==> src/sv/assert_macros.svh <==
// ----------------------------------------------------------------------------
// assert_macros.svh
// Assertion helpers shared by the touch mapper modules. They use the
// local clk and rst of the module that expands them.
// ----------------------------------------------------------------------------
`ifndef ASSERT_MACROS_SVH
`define ASSERT_MACROS_SVH
`ifndef SYNTHESIS
// checked only outside reset
`define ASSERT_AT(lbl, prop, msg) \
  lbl: assert property (@(posedge clk) disable iff (rst) prop) else $error(msg);
// checked at every edge, reset included
`define ASSERT_ALWAYS(lbl, prop, msg) \
  lbl: assert property (@(posedge clk) prop) else $error(msg);
`else
`define ASSERT_AT(lbl, prop, msg)
`define ASSERT_ALWAYS(lbl, prop, msg)
`endif
`endif

==> src/sv/tr2p_pkg.sv <==
// ----------------------------------------------------------------------------
// tr2p_pkg
// Types and constants of the touch sample to pixel mapper.
// ----------------------------------------------------------------------------
`default_nettype none
package tr2p_pkg;

  localparam int RAW_BITS    = 12;
  localparam int CORNER_W    = 14;
  localparam int SPAN_W      = 14;
  localparam int PIX_W       = 14;
  localparam int PIX_X_W     = 9;
  localparam int PIX_Y_W     = 8;
  localparam int SUM_W       = 13;
  localparam int TOUCH_FLOOR = 20;
  localparam int MEAN_LIMIT  = 2;
  localparam int ADDR_W      = 5;
  localparam int DATA_W      = 32;

  localparam int DEF_SCREEN_WIDTH  = 320;
  localparam int DEF_SCREEN_HEIGHT = 240;
  localparam int DEF_BURST_LENGTH  = 16;

  typedef enum logic [2:0] {
    REG_C0X, REG_C0Y, REG_C1X, REG_C1Y, REG_C2X, REG_C2Y, REG_C3X, REG_C3Y
  } reg_idx_t;

  typedef struct packed {
    logic [RAW_BITS-1:0] raw_x;
    logic [RAW_BITS-1:0] raw_y;
  } sample_t;

  typedef struct packed {
    logic               touched;
    logic [PIX_X_W-1:0] pixel_x;
    logic [PIX_Y_W-1:0] pixel_y;
  } result_t;

  typedef struct packed {
    logic signed [CORNER_W-1:0] c0x;
    logic signed [CORNER_W-1:0] c0y;
    logic signed [CORNER_W-1:0] c1x;
    logic signed [CORNER_W-1:0] c1y;
    logic signed [CORNER_W-1:0] c2x;
    logic signed [CORNER_W-1:0] c2y;
    logic signed [CORNER_W-1:0] c3x;
    logic signed [CORNER_W-1:0] c3y;
  } corners_t;

  typedef struct packed {
    sample_t smp;
    logic    hit;
  } job_t;

  typedef struct packed {
    logic                    hit;
    logic signed [PIX_W-1:0] px;
    logic signed [PIX_W-1:0] py;
  } map_res_t;

  typedef enum logic [3:0] {
    M_IDLE, M_DIVX, M_DIVY, M_MULM, M_MULX, M_SCLX, M_DIVSX,
    M_MULY, M_SCLY, M_DIVSY, M_DONE
  } map_state_t;

endpackage
`default_nettype wire

==> src/sv/tr2p_front.sv <==
// ----------------------------------------------------------------------------
// tr2p_front
// Takes sample beats and tags each as touched or untouched before queuing.
// ----------------------------------------------------------------------------
`default_nettype none
module tr2p_front import tr2p_pkg::*; (
  input  sample_t  sample,
  input  logic     push,
  output logic     full,
  input  corners_t corners,
  input  logic     q_full,
  output logic     q_push,
  output job_t     job
);

  logic raw_ok;
  logic span_ok;

  assign raw_ok  = (sample.raw_x > RAW_BITS'(TOUCH_FLOOR)) &&
                   (sample.raw_y > RAW_BITS'(TOUCH_FLOOR));
  assign span_ok = (corners.c0x != corners.c1x) && (corners.c0y != corners.c3y);

  assign full     = q_full;
  assign q_push   = push && !q_full;
  assign job.smp  = sample;
  assign job.hit  = raw_ok && span_ok;

endmodule
`default_nettype wire

==> src/sv/tr2p_fifo.sv <==
// ----------------------------------------------------------------------------
// tr2p_fifo
// Two-entry queue between the front and the mapper.
// ----------------------------------------------------------------------------
`default_nettype none
`include "assert_macros.svh"
module tr2p_fifo import tr2p_pkg::*; (
  input  logic clk,
  input  logic rst,
  input  logic push,
  input  job_t wdata,
  output logic full,
  input  logic pop,
  output job_t rdata,
  output logic empty
);

  job_t       mem [2];
  logic       wptr;
  logic       rptr;
  logic [1:0] count;
  logic       wr;
  logic       rd;

  assign full  = (count == 2'd2);
  assign empty = (count == 2'd0);
  assign wr    = push && !full;
  assign rd    = pop && !empty;
  assign rdata = mem[rptr];

  always_ff @(posedge clk) begin
    if (rst) begin
      wptr  <= 1'b0;
      rptr  <= 1'b0;
      count <= 2'd0;
    end else begin
      if (wr) wptr <= ~wptr;
      if (rd) rptr <= ~rptr;
      unique case ({wr, rd})
        2'b10:   count <= count + 2'd1;
        2'b01:   count <= count - 2'd1;
        default: count <= count;
      endcase
    end
  end

  always_ff @(posedge clk) begin
    if (wr) mem[wptr] <= wdata;
  end

  `ASSERT_AT(a_cnt_max, count <= 2'd2, "queue count above depth")
  `ASSERT_AT(a_cnt_up, wr && !rd |=> count == $past(count) + 2'd1, "queue count missed a beat")

endmodule
`default_nettype wire

==> src/sv/tr2p_map.sv <==
// ----------------------------------------------------------------------------
// tr2p_map
// Sequential mapper: raw sample to pixel through a bit-serial divider and
// a bit-serial multiplier.
// ----------------------------------------------------------------------------
`default_nettype none
module tr2p_map import tr2p_pkg::*; #(
  parameter int SCREEN_WIDTH  = DEF_SCREEN_WIDTH,
  parameter int SCREEN_HEIGHT = DEF_SCREEN_HEIGHT
) (
  input  logic     clk,
  input  logic     rst,
  input  corners_t corners,
  input  job_t     job,
  input  logic     job_valid,
  output logic     job_pop,
  output map_res_t res,
  output logic     res_valid,
  input  logic     res_ready
);

  localparam int VB   = ((RAW_BITS > 13) ? RAW_BITS : 13) + 1;
  localparam int QB   = VB + 16;
  localparam int MB   = 48;
  localparam int SMAX = (SCREEN_WIDTH > SCREEN_HEIGHT) ? SCREEN_WIDTH : SCREEN_HEIGHT;
  localparam int QSB  = $clog2(SMAX);
  localparam int SCW  = $clog2(SMAX + 1);
  localparam int SPW  = SPAN_W + 16;
  localparam int DDW  = (QB > SPW + SCW) ? QB : SPW + SCW;
  localparam int DSW  = ((SPAN_W + QB) > (SPW + QSB)) ? SPAN_W + QB : SPW + QSB;
  localparam int QW   = QB;
  localparam int AW   = (QB > MB) ? QB : MB;
  localparam int BW   = QB;
  localparam int PW   = AW + BW;
  localparam int NW   = ((QB > SPAN_W + MB) ? QB : SPAN_W + MB) + 2;
  localparam int CNTW = $clog2(QB);
  localparam logic [MB-1:0] M_LIMIT = MB'(1) << (MB - 1);

  function automatic logic [SPAN_W-1:0] span_abs(input logic signed [CORNER_W-1:0] a,
                                                 input logic signed [CORNER_W-1:0] b);
    logic signed [CORNER_W:0] d;
    d = (CORNER_W+1)'(a) - (CORNER_W+1)'(b);
    return d[CORNER_W] ? SPAN_W'(-d) : SPAN_W'(d);
  endfunction

  map_state_t state, state_next;

  logic                    hit;
  logic [VB-1:0]           vxm, vym;
  logic                    vxn, vyn;
  logic [SPAN_W-1:0]       wspan, hspan, dxm, dym;
  logic                    dxn, dyn;
  logic [QB-1:0]           axm;
  logic [MB-1:0]           mm;
  logic                    mn;
  logic signed [NW-1:0]    num;
  logic signed [PIX_W-1:0] px, py;
  logic [DDW-1:0]          rem;
  logic [DSW-1:0]          dsh;
  logic [QW-1:0]           quo;
  logic [PW-1:0]           acc, a_sh;
  logic [BW-1:0]           b_sh;
  logic [CNTW-1:0]         cnt;

  // load-time values
  logic signed [VB:0]     vx_d, vy_d;
  logic [VB-1:0]          vxm_d, vym_d;
  logic [SPAN_W-1:0]      w_abs, h_abs, dxa, dya;
  logic signed [SPAN_W:0] dx_d, dy_d;

  // shared units
  logic           rem_ge;
  logic [DDW-1:0] rem_sub;
  logic [QW-1:0]  quo_next;
  logic [PW-1:0]  acc_next;
  logic [PW-17:0] ph;
  logic [MB-1:0]  m_sat;
  logic           last;

  // numerator and scaling
  logic [VB-1:0]        vm_sel;
  logic                 vn_sel, dn_sel;
  logic [NW-1:0]        v_sh_u;
  logic signed [NW-1:0] v_sh, t_s, num_d, lim;
  logic [SPAN_W-1:0]    span_sel;
  logic [SCW-1:0]       scr_sel;
  logic                 num_pos, in_range;
  logic [DDW-1:0]       scl_prod;
  logic [DSW-1:0]       dsh_scl;

  always_comb begin
    vx_d  = $signed({{(VB+1-RAW_BITS){1'b0}}, job.smp.raw_x}) - (VB+1)'(corners.c0x);
    vy_d  = $signed({{(VB+1-RAW_BITS){1'b0}}, job.smp.raw_y}) - (VB+1)'(corners.c0y);
    vxm_d = vx_d[VB] ? VB'(-vx_d) : VB'(vx_d);
    vym_d = vy_d[VB] ? VB'(-vy_d) : VB'(vy_d);
    w_abs = span_abs(corners.c0x, corners.c1x);
    h_abs = span_abs(corners.c0y, corners.c3y);
    dxa   = span_abs(corners.c2x, corners.c3x);
    dya   = span_abs(corners.c1y, corners.c2y);
    dx_d  = $signed({1'b0, dxa}) - $signed({1'b0, w_abs});
    dy_d  = $signed({1'b0, dya}) - $signed({1'b0, h_abs});
  end

  always_comb begin
    rem_ge   = (DSW'(rem) >= dsh);
    rem_sub  = rem - DDW'(dsh);
    quo_next = {quo[QW-2:0], rem_ge};
    acc_next = acc + (b_sh[0] ? a_sh : '0);
    ph       = acc_next[PW-1:16];
    m_sat    = (ph >= (PW-16)'(M_LIMIT)) ? M_LIMIT : ph[MB-1:0];
    last     = (cnt == '0);
  end

  always_comb begin
    vm_sel   = (state == M_MULY) ? vym : vxm;
    vn_sel   = (state == M_MULY) ? vyn : vxn;
    dn_sel   = (state == M_MULY) ? dyn : dxn;
    v_sh_u   = NW'({vm_sel, 16'b0});
    v_sh     = vn_sel ? -$signed(v_sh_u) : $signed(v_sh_u);
    t_s      = (dn_sel ^ mn) ? -$signed(NW'(acc_next)) : $signed(NW'(acc_next));
    num_d    = v_sh - t_s;
    span_sel = (state == M_SCLY) ? hspan : wspan;
    scr_sel  = (state == M_SCLY) ? SCW'(SCREEN_HEIGHT) : SCW'(SCREEN_WIDTH);
    lim      = $signed(NW'({span_sel, 16'b0}));
    num_pos  = (num > 0);
    in_range = num_pos && (num < lim);
    scl_prod = DDW'(num[SPW-1:0]) * DDW'(scr_sel);
    dsh_scl  = DSW'({span_sel, 16'b0}) << (QSB - 1);
  end

  always_comb begin
    state_next = state;
    unique case (state)
      M_IDLE:  if (job_valid) state_next = job.hit ? M_DIVX : M_DONE;
      M_DIVX:  if (last) state_next = M_DIVY;
      M_DIVY:  if (last) state_next = M_MULM;
      M_MULM:  if (last) state_next = M_MULX;
      M_MULX:  if (last) state_next = M_SCLX;
      M_SCLX:  state_next = in_range ? M_DIVSX : M_MULY;
      M_DIVSX: if (last) state_next = M_MULY;
      M_MULY:  if (last) state_next = M_SCLY;
      M_SCLY:  state_next = in_range ? M_DIVSY : M_DONE;
      M_DIVSY: if (last) state_next = M_DONE;
      M_DONE:  if (res_ready) state_next = M_IDLE;
      default: state_next = M_IDLE;
    endcase
  end

  always_comb begin
    job_pop   = (state == M_IDLE) && job_valid;
    res_valid = (state == M_DONE);
    res.hit   = hit;
    res.px    = px;
    res.py    = py;
  end

  always_ff @(posedge clk) begin
    if (rst) state <= M_IDLE;
    else     state <= state_next;
  end

  always_ff @(posedge clk) begin
    unique case (state)
      M_IDLE: if (job_valid) begin
        hit   <= job.hit;
        vxm   <= vxm_d;
        vym   <= vym_d;
        vxn   <= vx_d[VB];
        vyn   <= vy_d[VB];
        wspan <= w_abs;
        hspan <= h_abs;
        dxm   <= dx_d[SPAN_W] ? SPAN_W'(-dx_d) : SPAN_W'(dx_d);
        dym   <= dy_d[SPAN_W] ? SPAN_W'(-dy_d) : SPAN_W'(dy_d);
        dxn   <= dx_d[SPAN_W];
        dyn   <= dy_d[SPAN_W];
        px    <= '1;
        py    <= '1;
        rem   <= DDW'({vxm_d, 16'b0});
        dsh   <= DSW'(w_abs) << (QB - 1);
        quo   <= '0;
        cnt   <= CNTW'(QB - 1);
      end
      M_DIVX: begin
        rem <= rem_ge ? rem_sub : rem;
        dsh <= dsh >> 1;
        quo <= quo_next;
        cnt <= cnt - 1'b1;
        if (last) begin
          axm <= quo_next;
          rem <= DDW'({vym, 16'b0});
          dsh <= DSW'(hspan) << (QB - 1);
          quo <= '0;
          cnt <= CNTW'(QB - 1);
        end
      end
      M_DIVY: begin
        rem <= rem_ge ? rem_sub : rem;
        dsh <= dsh >> 1;
        quo <= quo_next;
        cnt <= cnt - 1'b1;
        if (last) begin
          a_sh <= PW'(axm);
          b_sh <= BW'(quo_next);
          acc  <= '0;
          cnt  <= CNTW'(BW - 1);
        end
      end
      M_MULM: begin
        acc  <= acc_next;
        a_sh <= a_sh << 1;
        b_sh <= b_sh >> 1;
        cnt  <= cnt - 1'b1;
        if (last) begin
          mm   <= m_sat;
          mn   <= vxn ^ vyn;
          a_sh <= PW'(m_sat);
          b_sh <= BW'(dxm);
          acc  <= '0;
          cnt  <= CNTW'(SPAN_W - 1);
        end
      end
      M_MULX, M_MULY: begin
        acc  <= acc_next;
        a_sh <= a_sh << 1;
        b_sh <= b_sh >> 1;
        cnt  <= cnt - 1'b1;
        if (last) num <= num_d;
      end
      M_SCLX, M_SCLY: begin
        if (in_range) begin
          rem <= scl_prod;
          dsh <= dsh_scl;
          quo <= '0;
          cnt <= CNTW'(QSB - 1);
        end else begin
          if (state == M_SCLX) px <= num_pos ? PIX_W'(SCREEN_WIDTH) : '0;
          else                 py <= num_pos ? PIX_W'(SCREEN_HEIGHT) : '0;
          a_sh <= PW'(mm);
          b_sh <= BW'(dym);
          acc  <= '0;
          cnt  <= CNTW'(SPAN_W - 1);
        end
      end
      M_DIVSX, M_DIVSY: begin
        rem <= rem_ge ? rem_sub : rem;
        dsh <= dsh >> 1;
        quo <= quo_next;
        cnt <= cnt - 1'b1;
        if (last) begin
          if (state == M_DIVSX) px <= $signed(quo_next[PIX_W-1:0]);
          else                  py <= $signed(quo_next[PIX_W-1:0]);
          a_sh <= PW'(mm);
          b_sh <= BW'(dym);
          acc  <= '0;
          cnt  <= CNTW'(SPAN_W - 1);
        end
      end
      M_DONE: ;
      default: ;
    endcase
  end

endmodule
`default_nettype wire

==> src/sv/tr2p_burst.sv <==
// ----------------------------------------------------------------------------
// tr2p_burst
// Burst stability check and result output register.
// ----------------------------------------------------------------------------
`default_nettype none
`include "assert_macros.svh"
module tr2p_burst import tr2p_pkg::*; #(
  parameter int BURST_LENGTH = DEF_BURST_LENGTH
) (
  input  logic     clk,
  input  logic     rst,
  input  map_res_t res,
  input  logic     res_valid,
  output logic     res_ready,
  output result_t  result,
  output logic     empty,
  input  logic     pop
);

  localparam int PHW = $clog2(BURST_LENGTH + 1);
  localparam logic [SUM_W-1:0] SUM_LIM = SUM_W'(MEAN_LIMIT * BURST_LENGTH);
  localparam logic [SUM_W-1:0] SUM_MAX = '1;

  logic [PHW-1:0]          phase;
  logic signed [PIX_W-1:0] refx, refy;
  logic [SUM_W-1:0]        sum_x, sum_y;
  logic                    out_valid;
  result_t                 out;

  logic                    take;
  logic                    last;
  logic signed [PIX_W:0]   dfx, dfy;
  logic [SUM_W-1:0]        adx, ady;
  logic [SUM_W:0]          addx, addy;
  logic [SUM_W-1:0]        sum_x_next, sum_y_next;
  logic                    stable;

  always_comb begin
    res_ready  = !out_valid || pop;
    take       = res_valid && res_ready;
    last       = (phase == PHW'(BURST_LENGTH));
    dfx        = (PIX_W+1)'(res.px) - (PIX_W+1)'(refx);
    dfy        = (PIX_W+1)'(res.py) - (PIX_W+1)'(refy);
    adx        = dfx[PIX_W] ? SUM_W'(-dfx) : SUM_W'(dfx);
    ady        = dfy[PIX_W] ? SUM_W'(-dfy) : SUM_W'(dfy);
    addx       = {1'b0, sum_x} + {1'b0, adx};
    addy       = {1'b0, sum_y} + {1'b0, ady};
    sum_x_next = addx[SUM_W] ? SUM_MAX : addx[SUM_W-1:0];
    sum_y_next = addy[SUM_W] ? SUM_MAX : addy[SUM_W-1:0];
    stable     = (sum_x_next < SUM_LIM) && (sum_y_next < SUM_LIM);
  end

  assign result = out;
  assign empty  = !out_valid;

  always_ff @(posedge clk) begin
    if (rst) begin
      phase     <= '0;
      out_valid <= 1'b0;
    end else begin
      if (pop && out_valid) out_valid <= 1'b0;
      if (take) begin
        if (phase == '0) begin
          if (!res.hit) out_valid <= 1'b1;
          else          phase     <= PHW'(1);
        end else if (!last) begin
          phase <= phase + 1'b1;
        end else begin
          phase     <= '0;
          out_valid <= 1'b1;
        end
      end
    end
  end

  always_ff @(posedge clk) begin
    if (take) begin
      if (phase == '0) begin
        out   <= '0;
        refx  <= res.px;
        refy  <= res.py;
        sum_x <= '0;
        sum_y <= '0;
      end else begin
        sum_x <= sum_x_next;
        sum_y <= sum_y_next;
        if (last) begin
          out.touched <= stable;
          out.pixel_x <= stable ? refx[PIX_X_W-1:0] : '0;
          out.pixel_y <= stable ? refy[PIX_Y_W-1:0] : '0;
        end
      end
    end
  end

  `ASSERT_AT(a_phase_rng, phase <= PHW'(BURST_LENGTH), "burst phase past burst length")
  `ASSERT_AT(a_notouch_zero, out_valid && !out.touched |-> out.pixel_x == '0 && out.pixel_y == '0, "no-touch beat with nonzero pixel")
  `ASSERT_ALWAYS(a_rst_clear, rst |=> phase == '0 && !out_valid, "reset left a burst open")

endmodule
`default_nettype wire

==> src/sv/touch_raw_to_pixel_with_stability_unit.sv <==
// ----------------------------------------------------------------------------
// touch_raw_to_pixel_with_stability_unit
// Maps raw resistive-touch samples to screen pixels and reports one result
// per burst: reference plus BURST_LENGTH samples, or an untouched reference.
// Input: push a sample beat while full is low. Output: a result beat waits
// on result while empty is low and leaves on pop. Corners are written over
// the APB port at 4*i, sign-extended on read, pready tied high.
// A touched sample passes through the mapper as two 30-step serial divides,
// one 30-step and two 14-step serial multiplies and two 9-step scale
// divides at the default sizes; an axis that clamps skips its scale divide.
// An untouched sample goes from the idle state straight to the done state.
// A two-beat queue keeps push open while the mapper is busy; a result beat
// is registered on result after its burst's last sample leaves the mapper.
// If pop stays low the result waits in the output register, the mapper
// holds its next value, the queue fills and full rises.
// Reset returns the corners to their defaults, empties the queue and the
// output, and restarts the burst at the reference sample.
// ----------------------------------------------------------------------------
`default_nettype none
module touch_raw_to_pixel_with_stability_unit import tr2p_pkg::*; #(
  parameter int SCREEN_WIDTH  = DEF_SCREEN_WIDTH,
  parameter int SCREEN_HEIGHT = DEF_SCREEN_HEIGHT,
  parameter int BURST_LENGTH  = DEF_BURST_LENGTH
) (
  input  logic              clk,
  input  logic              rst,
  input  sample_t           sample,
  input  logic              push,
  output logic              full,
  output result_t           result,
  output logic              empty,
  input  logic              pop,
  input  logic              psel,
  input  logic              penable,
  input  logic              pwrite,
  input  logic [ADDR_W-1:0] paddr,
  input  logic [DATA_W-1:0] pwdata,
  output logic [DATA_W-1:0] prdata,
  output logic              pready
);

  corners_t cfg;
  reg_idx_t widx;
  logic     cfg_wr;

  logic     q_full, q_push, q_empty, q_pop;
  job_t     q_wdata, q_rdata;
  map_res_t mres;
  logic     mres_valid, mres_ready;

  assign pready = 1'b1;
  assign cfg_wr = psel && penable && pwrite;
  assign widx   = reg_idx_t'(paddr[4:2]);

  always_ff @(posedge clk) begin
    if (rst) begin
      cfg.c0x <= 14'sd0;
      cfg.c0y <= 14'sd0;
      cfg.c1x <= 14'sd4095;
      cfg.c1y <= 14'sd0;
      cfg.c2x <= 14'sd4095;
      cfg.c2y <= 14'sd4095;
      cfg.c3x <= 14'sd0;
      cfg.c3y <= 14'sd4095;
    end else if (cfg_wr) begin
      unique case (widx)
        REG_C0X: cfg.c0x <= pwdata[CORNER_W-1:0];
        REG_C0Y: cfg.c0y <= pwdata[CORNER_W-1:0];
        REG_C1X: cfg.c1x <= pwdata[CORNER_W-1:0];
        REG_C1Y: cfg.c1y <= pwdata[CORNER_W-1:0];
        REG_C2X: cfg.c2x <= pwdata[CORNER_W-1:0];
        REG_C2Y: cfg.c2y <= pwdata[CORNER_W-1:0];
        REG_C3X: cfg.c3x <= pwdata[CORNER_W-1:0];
        REG_C3Y: cfg.c3y <= pwdata[CORNER_W-1:0];
        default: ;
      endcase
    end
  end

  always_comb begin
    logic [CORNER_W-1:0] v;
    unique case (widx)
      REG_C0X: v = cfg.c0x;
      REG_C0Y: v = cfg.c0y;
      REG_C1X: v = cfg.c1x;
      REG_C1Y: v = cfg.c1y;
      REG_C2X: v = cfg.c2x;
      REG_C2Y: v = cfg.c2y;
      REG_C3X: v = cfg.c3x;
      REG_C3Y: v = cfg.c3y;
      default: v = '0;
    endcase
    prdata = {{(DATA_W-CORNER_W){v[CORNER_W-1]}}, v};
  end

  tr2p_front u_front (
    .sample  (sample),
    .push    (push),
    .full    (full),
    .corners (cfg),
    .q_full  (q_full),
    .q_push  (q_push),
    .job     (q_wdata)
  );

  tr2p_fifo u_fifo (
    .clk   (clk),
    .rst   (rst),
    .push  (q_push),
    .wdata (q_wdata),
    .full  (q_full),
    .pop   (q_pop),
    .rdata (q_rdata),
    .empty (q_empty)
  );

  tr2p_map #(
    .SCREEN_WIDTH  (SCREEN_WIDTH),
    .SCREEN_HEIGHT (SCREEN_HEIGHT)
  ) u_map (
    .clk       (clk),
    .rst       (rst),
    .corners   (cfg),
    .job       (q_rdata),
    .job_valid (!q_empty),
    .job_pop   (q_pop),
    .res       (mres),
    .res_valid (mres_valid),
    .res_ready (mres_ready)
  );

  tr2p_burst #(
    .BURST_LENGTH (BURST_LENGTH)
  ) u_burst (
    .clk       (clk),
    .rst       (rst),
    .res       (mres),
    .res_valid (mres_valid),
    .res_ready (mres_ready),
    .result    (result),
    .empty     (empty),
    .pop       (pop)
  );

endmodule
`default_nettype wire
==> config.mk <==
export PLATFORM = sky130hd
export DESIGN_NAME = touch_raw_to_pixel_with_stability_unit
export DESIGN_NICKNAME = d
export VERILOG_FILES = /design/src/sv/tr2p_pkg.sv /design/src/sv/tr2p_front.sv /design/src/sv/tr2p_fifo.sv /design/src/sv/tr2p_map.sv /design/src/sv/tr2p_burst.sv /design/src/sv/touch_raw_to_pixel_with_stability_unit.sv
export VERILOG_INCLUDE_DIRS = /design/src /design/src/sv
export SDC_FILE = /design/constraint.sdc
export NUM_CORES = 2
export LEC_CHECK = 0
export ABC_AREA = 1
export BUFFER_PORTS_ARGS = -buffer_cell sky130_fd_sc_hd__buf_2
export CAP_MARGIN = 30
export CORE_ASPECT_RATIO = 1.5
export CORE_UTILIZATION = 40
export CTS_CLUSTER_SIZE = 14
export DETAILED_ROUTE_END_ITERATION = 16
export GPL_ROUTABILITY_DRIVEN = 1
export GPL_TIMING_DRIVEN = 0
export PLACE_DENSITY = 0.53
export SLEW_MARGIN = 20
export SYNTH_ARGS = -nofsm -noshare
export SYNTH_HDL_FRONTEND = slang
export SYNTH_HIERARCHICAL = 1
export SYNTH_SLANG_ARGS = --single-unit
==> constraint.sdc <==
create_clock -name clk -period 20.6 [get_ports clk]
set_clock_uncertainty 0.05 [all_clocks]
set_input_delay 0 -clock clk [delete_from_list [all_inputs] [get_ports clk]]
set_output_delay 0 -clock clk [all_outputs]
set_load 0.05 [all_outputs]
# Yosys cells after proc, flatten, opt, wreduce, memory -nomap -nowiden
# Memories as Yosys holds them, arrays and structs flattened. A register that Yosys moved wholly into a read port is not among the register bits.
# Cells that the tools add are included.
[totals] in_bits=68 n_memories=1 ramBits=50 word_cells=285 reg_bits=761
[mem_list] memory="u_fifo.mem" words=2 width=25 read_ports=1 rd_clocked_by_memory_dff=1 wr=1 line="tr2p_fifo.sv:18" text="job_t mem [2];"
[op_classes] n_addsub=31 n_eq_ne=41 magnitude_cmp=8 multipliers=1 reduce_logical=57 mux=96 n_bitwise=5
[op_table] cell="$mux 78" count=8
[op_table] cell="$pmux 78 s5" count=1
[op_table] cell="$pmux 78 s4" count=1
[op_table] cell="$mux 14" count=19
[op_table] cell="$pmux 44 s4" count=1
[op_table] cell="$mux 39" count=4
[op_table] cell="$pmux 39 s4" count=1
[op_table] cell="$pmux 30 s5" count=1
[op_table] cell="$mux 64" count=2
[op_table] cell="$sub 14x14->15" count=8
[op_table] cell="$mux 29" count=4
[op_table] cell="$pmux 29 s4" count=1
[op_table] cell="$neg 14->14" count=8
[op_table] cell="$pmux 14 s8" count=1
[op_table] cell="$mux 30" count=3
[op_table] cell="$mux 44" count=2
[op_table] cell="$pmux 14 s3" count=2
[op_table] cell="$add 78x78->78" count=1
[op_table] cell="$gt 64x1->1 const B" count=1
[op_table] cell="$lt 64x31->1" count=1
[op_table] cell="$neg 30->64" count=1
[op_table] cell="$neg 64->64" count=1
[op_table] cell="$sub 64x64->64" count=1
[op_table] cell="$ge 62x48->1 const B" count=1
[op_table] cell="other kinds (59)" count=165

# Depth between registers and ports, before layout
[depth] word_depth=9 depth_mapped=41

# Modules after synthesis
# The synthesis kept the hierarchy.
[by_module_without_submodules] module="tr2p_map" n_inst=1 area_each_um2=50134.3 cells_per_inst=6753
[by_module_without_submodules] module="tr2p_burst" n_inst=1 area_each_um2=6583.8 cells_per_inst=905
[by_module_without_submodules] module="touch_raw_to_pixel_with_stability_unit" n_inst=1 area_each_um2=5451.5 cells_per_inst=785
[by_module_without_submodules] module="tr2p_fifo" n_inst=1 area_each_um2=2159.6 cells_per_inst=118
[by_module_without_submodules] module="tr2p_front" n_inst=1 area_each_um2=767.0 cells_per_inst=156

# Least setup slack after synthesis
# No wires, ideal clock.
[synth_timing] kind="flip-flop to flip-flop" from="register u_map.state[1]" to="register u_map.dsh[0], enable pin" t_required_ns=20.086 synth_period_minus_slack_ns=7.696 path_stages_with_launch=8 setup_ns=0.464 arrival_ns=7.182 setup_slack_ns=12.904 path_cell_list="dfxtp_1 -> nor2_1 -> inv_1 -> nor2_1 -> inv_1 -> nor2_1 -> o21ai_0 -> inv_1"
[synth_via] elab_chain_cells=6 word_cells_on_any_way=16
[synth_rtl] item="start, declared" line="tr2p_map.sv:46" text="map_state_t state, state_next;"
[synth_rtl] item="start signal, assigned" line="tr2p_map.sv:159" text="else state <= state_next;"
[synth_rtl] item="$eq 4x4->1" line="tr2p_map.sv:122, tr2p_map.sv:163"
[synth_rtl] item="$mux 14" line="tr2p_map.sv:122" text="span_sel = (state == M_SCLY) ? hspan : wspan;"
[synth_rtl] item="$lt 64x31->1" line="tr2p_map.sv:126" text="in_range = num_pos && (num < lim);"
[synth_rtl] item="$logic_and 1x1->1" line="tr2p_map.sv:126"
[synth_rtl] item="$ne 2x1->1 (no line)"
[synth_rtl] item="$reduce_and 3->1 (no line) (*)"
[synth_rtl] item="end signal, assigned" line="tr2p_map.sv:179" text="dsh <= DSW'(w_abs) << (QB - 1);"
[synth_rtl] item="end signal, assigned" line="tr2p_map.sv:185" text="dsh <= dsh >> 1;"
[synth_rtl] item="end signal, assigned" line="tr2p_map.sv:191" text="dsh <= DSW'(hspan) << (QB - 1);"
[synth_rtl] item="end, declared" line="tr2p_map.sv:59" text="logic [DSW-1:0] dsh;"
# Mark *: on every way between the ends. The rest lies on a longest branch, timed or not.
# A chain may end at the register's enable or synchronous reset.

# Final worst setup path
[layout_timing] from="register u_map.b_sh[0]" to="register u_map.num[61] (data pin)"
[layout_via] elab_chain_cells=5
[layout_rtl] item="start, declared" line="tr2p_map.sv:62" text="logic [BW-1:0] b_sh;"
[layout_rtl] item="start signal, assigned" line="tr2p_map.sv:203" text="b_sh <= BW'(quo_next);"
[layout_rtl] item="start signal, assigned" line="tr2p_map.sv:211" text="b_sh <= b_sh >> 1;"
[layout_rtl] item="start signal, assigned" line="tr2p_map.sv:217" text="b_sh <= BW'(dxm);"
[layout_rtl] item="$mux 78 (*)" line="tr2p_map.sv:108" text="acc_next = acc + (b_sh[0] ? a_sh : '0);"
[layout_rtl] item="$add 78x78->78 (*)" line="tr2p_map.sv:108"
[layout_rtl] item="$neg 64->64" line="tr2p_map.sv:120" text="t_s = (dn_sel ^ mn) ? -$signed(NW'(acc_next)) : $signed(NW'(acc_next));"
[layout_rtl] item="$mux 64 (*)" line="tr2p_map.sv:120"
[layout_rtl] item="$sub 64x64->64 (*)" line="tr2p_map.sv:121" text="num_d = v_sh - t_s;"
[layout_rtl] item="via u_map.num_d[61]" line="tr2p_map.sv:84" text="logic signed [NW-1:0] v_sh, t_s, num_d, lim;"
[layout_rtl] item="end signal, assigned" line="tr2p_map.sv:227" text="if (last) num <= num_d;"
[layout_rtl] item="end, declared" line="tr2p_map.sv:56" text="logic signed [NW-1:0] num;"
# Mark *: on every way through the listed nets, which the timed path passes. The rest lies on a longest branch.

==> impl_metrics.yaml <==
clock_tree:
  cts_setup_buffers: 0
  htree_levels: 3
  cts_tree: "yes"
  clk_pin_slew_ns: 0.07
  ctsHoldBuffers: 65
  cts_buffers: 88
  post_cts_resized: 0
  root_buffer: "clkbuf_16"
  clock_latency_ns: 0.74
  clock_path_buffers: 3
  clock_sinks: 811
detailed_routing:
  wirelength_mm: 268
  drtIter0Drc: 3757
  post-route-drc-count: 0
  drtPass1Iterations: 6
  ant_nets: 0
  wl_per_cell_um: 24.0
  num_vias: 59300
  viasPerCell: 5.31
synth:
  synth_top_area_share_pct: 31.6
  yosysSeqAreaShare_pct: 35.5
  synth_most_common_cell: "nand2_1"
  postSynthAreaPerCell_um2: 7.47
  synth_top_area_cell: "edfxtp_1"
  ys_types: 71
  synthMuxAreaShare_pct: 0.763
  yosys-top-cells-count: "nand2_1, inv_1, nor2_1"
  syn_inst: 8717
  syn_area_um2: 65100
  synth-adder-area-share_pct: 11.4
  ys_seq_elements: 811
  synth_simple_gate_area_share_pct: 26.8
  synthTopCellsByArea: "edfxtp_1, nand2_1, ha_1"
  synth_top_family_by_area: "simple AND/OR/NAND/NOR gates"
  syn_nets: 9338
  ys_warn_count: 6
  yosys.area_share.xor_xnor_pct: 4.98
  ys.flop_type: "edfxtp_1"
  async_reset_ff_share_pct: 0
  synth_edf_count: 684
  synth-compound-area-share_pct: 10.4
layout:
  final_nets: 9602
  register_area_um2: 23100
  multiInputGateArea_um2: 35500
  num-fill-cells: 16600
  final_cell_count_no_fill: 11200
  drive_gt1_share_pct: 6.53
  syn2layout_area_growth_pct: 11.0
timing:
  slew_viol_final: 0
  hold_viol_final: 0
  rsz0062_at_grt: "no"
  tns_ns: 0
  worst_slew_pin_slew_ns: 1.07
  slew_headroom_pct: 28.4
  fmax_ghz: 0.115
  setup_viol: 0
  period_share_pct: 42.2
  fin_crit_ns: 8.70
critical_path:
  cp.required_ns: 21.04
  worstSetupEndpointType: "flop"
  cp_common_cell: "nand2_1"
  path_max_fanout: 10
  arrival_ns: 9.14
  slowest_delay_ns: 0.61
  critPathSlowestCell: "clkbuf_1"
  crit_family: "simple AND/OR/NAND/NOR gates"
  worstSetupPathType: "flop to flop"
  critPathBufInv: 7
  critPathLaunchType: "flop"
worst_hold_path:
  hold_path.class: "input pin to flop"
place:
  finalWeightedCongestion: 1.07
  io_buffer_count: 83
  place_inst: 10900
  hpwl_mm: 223
floorplan:
  ios: 121
  start_util_pct: 40.2
  fp.dieArea_um2: 164000
  dieWidth_um: 331
  num_rows: 181
  design.core.area_um2: 162000
  dieHeight_um: 496
grt:
  grt_max_degree: 73
  overflow: 0
  grt_usage_pct: 32.0
  antenna_found_initial: 9
  grt_pass1_wl_mm: 384
  grt_pass1_vias: 59300
status:
  status: "finished, final reports clean"
flow_run:
  cap_violations: 0
pwr:
  ir_drop_uv: 124
  power_mw: 13.5
  total_leakage_power_nw: 33.4
  p_per_area_nw_per_um2: 187
-- registers in the layout, summed over array words and instances (netlist names), 18 cells and up, named ones only --
name            cells
cfg               112
u_map/a_sh         78
u_map/acc          78
u_map/num          64
u_fifo/mem         50
u_map/mm           48
u_map/dsh          43
u_map/rem          39
u_map/axm          30
u_map/b_sh         30
u_map/quo          29
u_burst/result     18
-- power by group --
part	switching (mW)	internal, mW
combinational	6.49	2.42
clock	0.737	0.934
sequential	0.243	2.68
-- area by class of cell --
cell class	count	area share, %
multi-input combinational	6249	49.1
sequential	811	31.9
inverter	1385	7.21
tap	2104	3.64
clock buffer	104	3.23
timing repair buffer	174	2.07
buffer	272	1.93
clock inverter	58	0.893
antenna	6	0.0208
-- worst reg2reg max path: cells and delay by family (launching register included) --
kind | cells | cell delay (ns)
flip-flops | 1 | 0.50
AO/OA/AOI/OAI | 6 | 1.68
AND/OR/NAND/NOR | 16 | 2.06
XOR/XNOR | 2 | 1.08
adder cells (fa/ha/maj) | 3 | 1.24
buffers and inverters | 7 | 1.86
-- routing by layer --
layer / wire, um / track usage, % / share of wire [%] / vias up
li1: - / - / - / 29100
met1: 89000 / 29.7 / 33 / 27900
met2: 139000 / 60.7 / 52 / 1614
met3: 9900 / 3.86 / 3.7 / 710
met4: 29400 / 30.3 / 11 / 8
met5: 49 / 0 / 0.018 / -
-- placed cells by master, fill, tap and decap left out, types with 166 or more instances in the layout --
cell,Yosys,final
inv_1,1325,1321
xor2_1,280,280
ha_1,482,482
edfxtp_1,684,684
a21oi_1,463,463
nand2_1,2052,2052
nor2_1,1066,1059
nand3_1,460,460
nand4_1,166,166
o21ai_0,344,344
-- metrics by stage --
stage                     area (um^2)  hold slack (ns)  util, %  setup WS (ns)
after floorplan                 65100           0.0191        -          12.90
after global placement          68100            0.239     42.1           9.06
after detailed placement        68600            0.241     42.4          12.00
after CTS                       72200          0.00497     44.6          11.96
after global routing            72300           0.0398     44.6          11.36
final                           72300           0.0518     44.6          11.90
-- final timing paths --
check,start,to,slack [ns],cells past startpoint
worst min register to register,u_map/quo[18]$_DFFE_PP_,u_map/axm[19]$_DFFE_PP_,0.40,0
worst max-delay path,u_map/b_sh[0]$_DFFE_PP_,u_map/num[61]$_DFFE_PP_,11.90,34
worst max register to register,u_map/b_sh[0]$_DFFE_PP_,u_map/num[61]$_DFFE_PP_,11.90,34
worst min-delay path,sample[6],u_fifo/mem[1][7]$_DFFE_PP_,0.05,3
-- cell families after synthesis --
group,Yosys count
xor+xnor,370
mux,39
fa+ha+maj,553
other cells,2
buf+inv,1657
flops,811
simple gates,4108
compound gates,1177
Note: power is estimated with default switching activity, not from simulation.
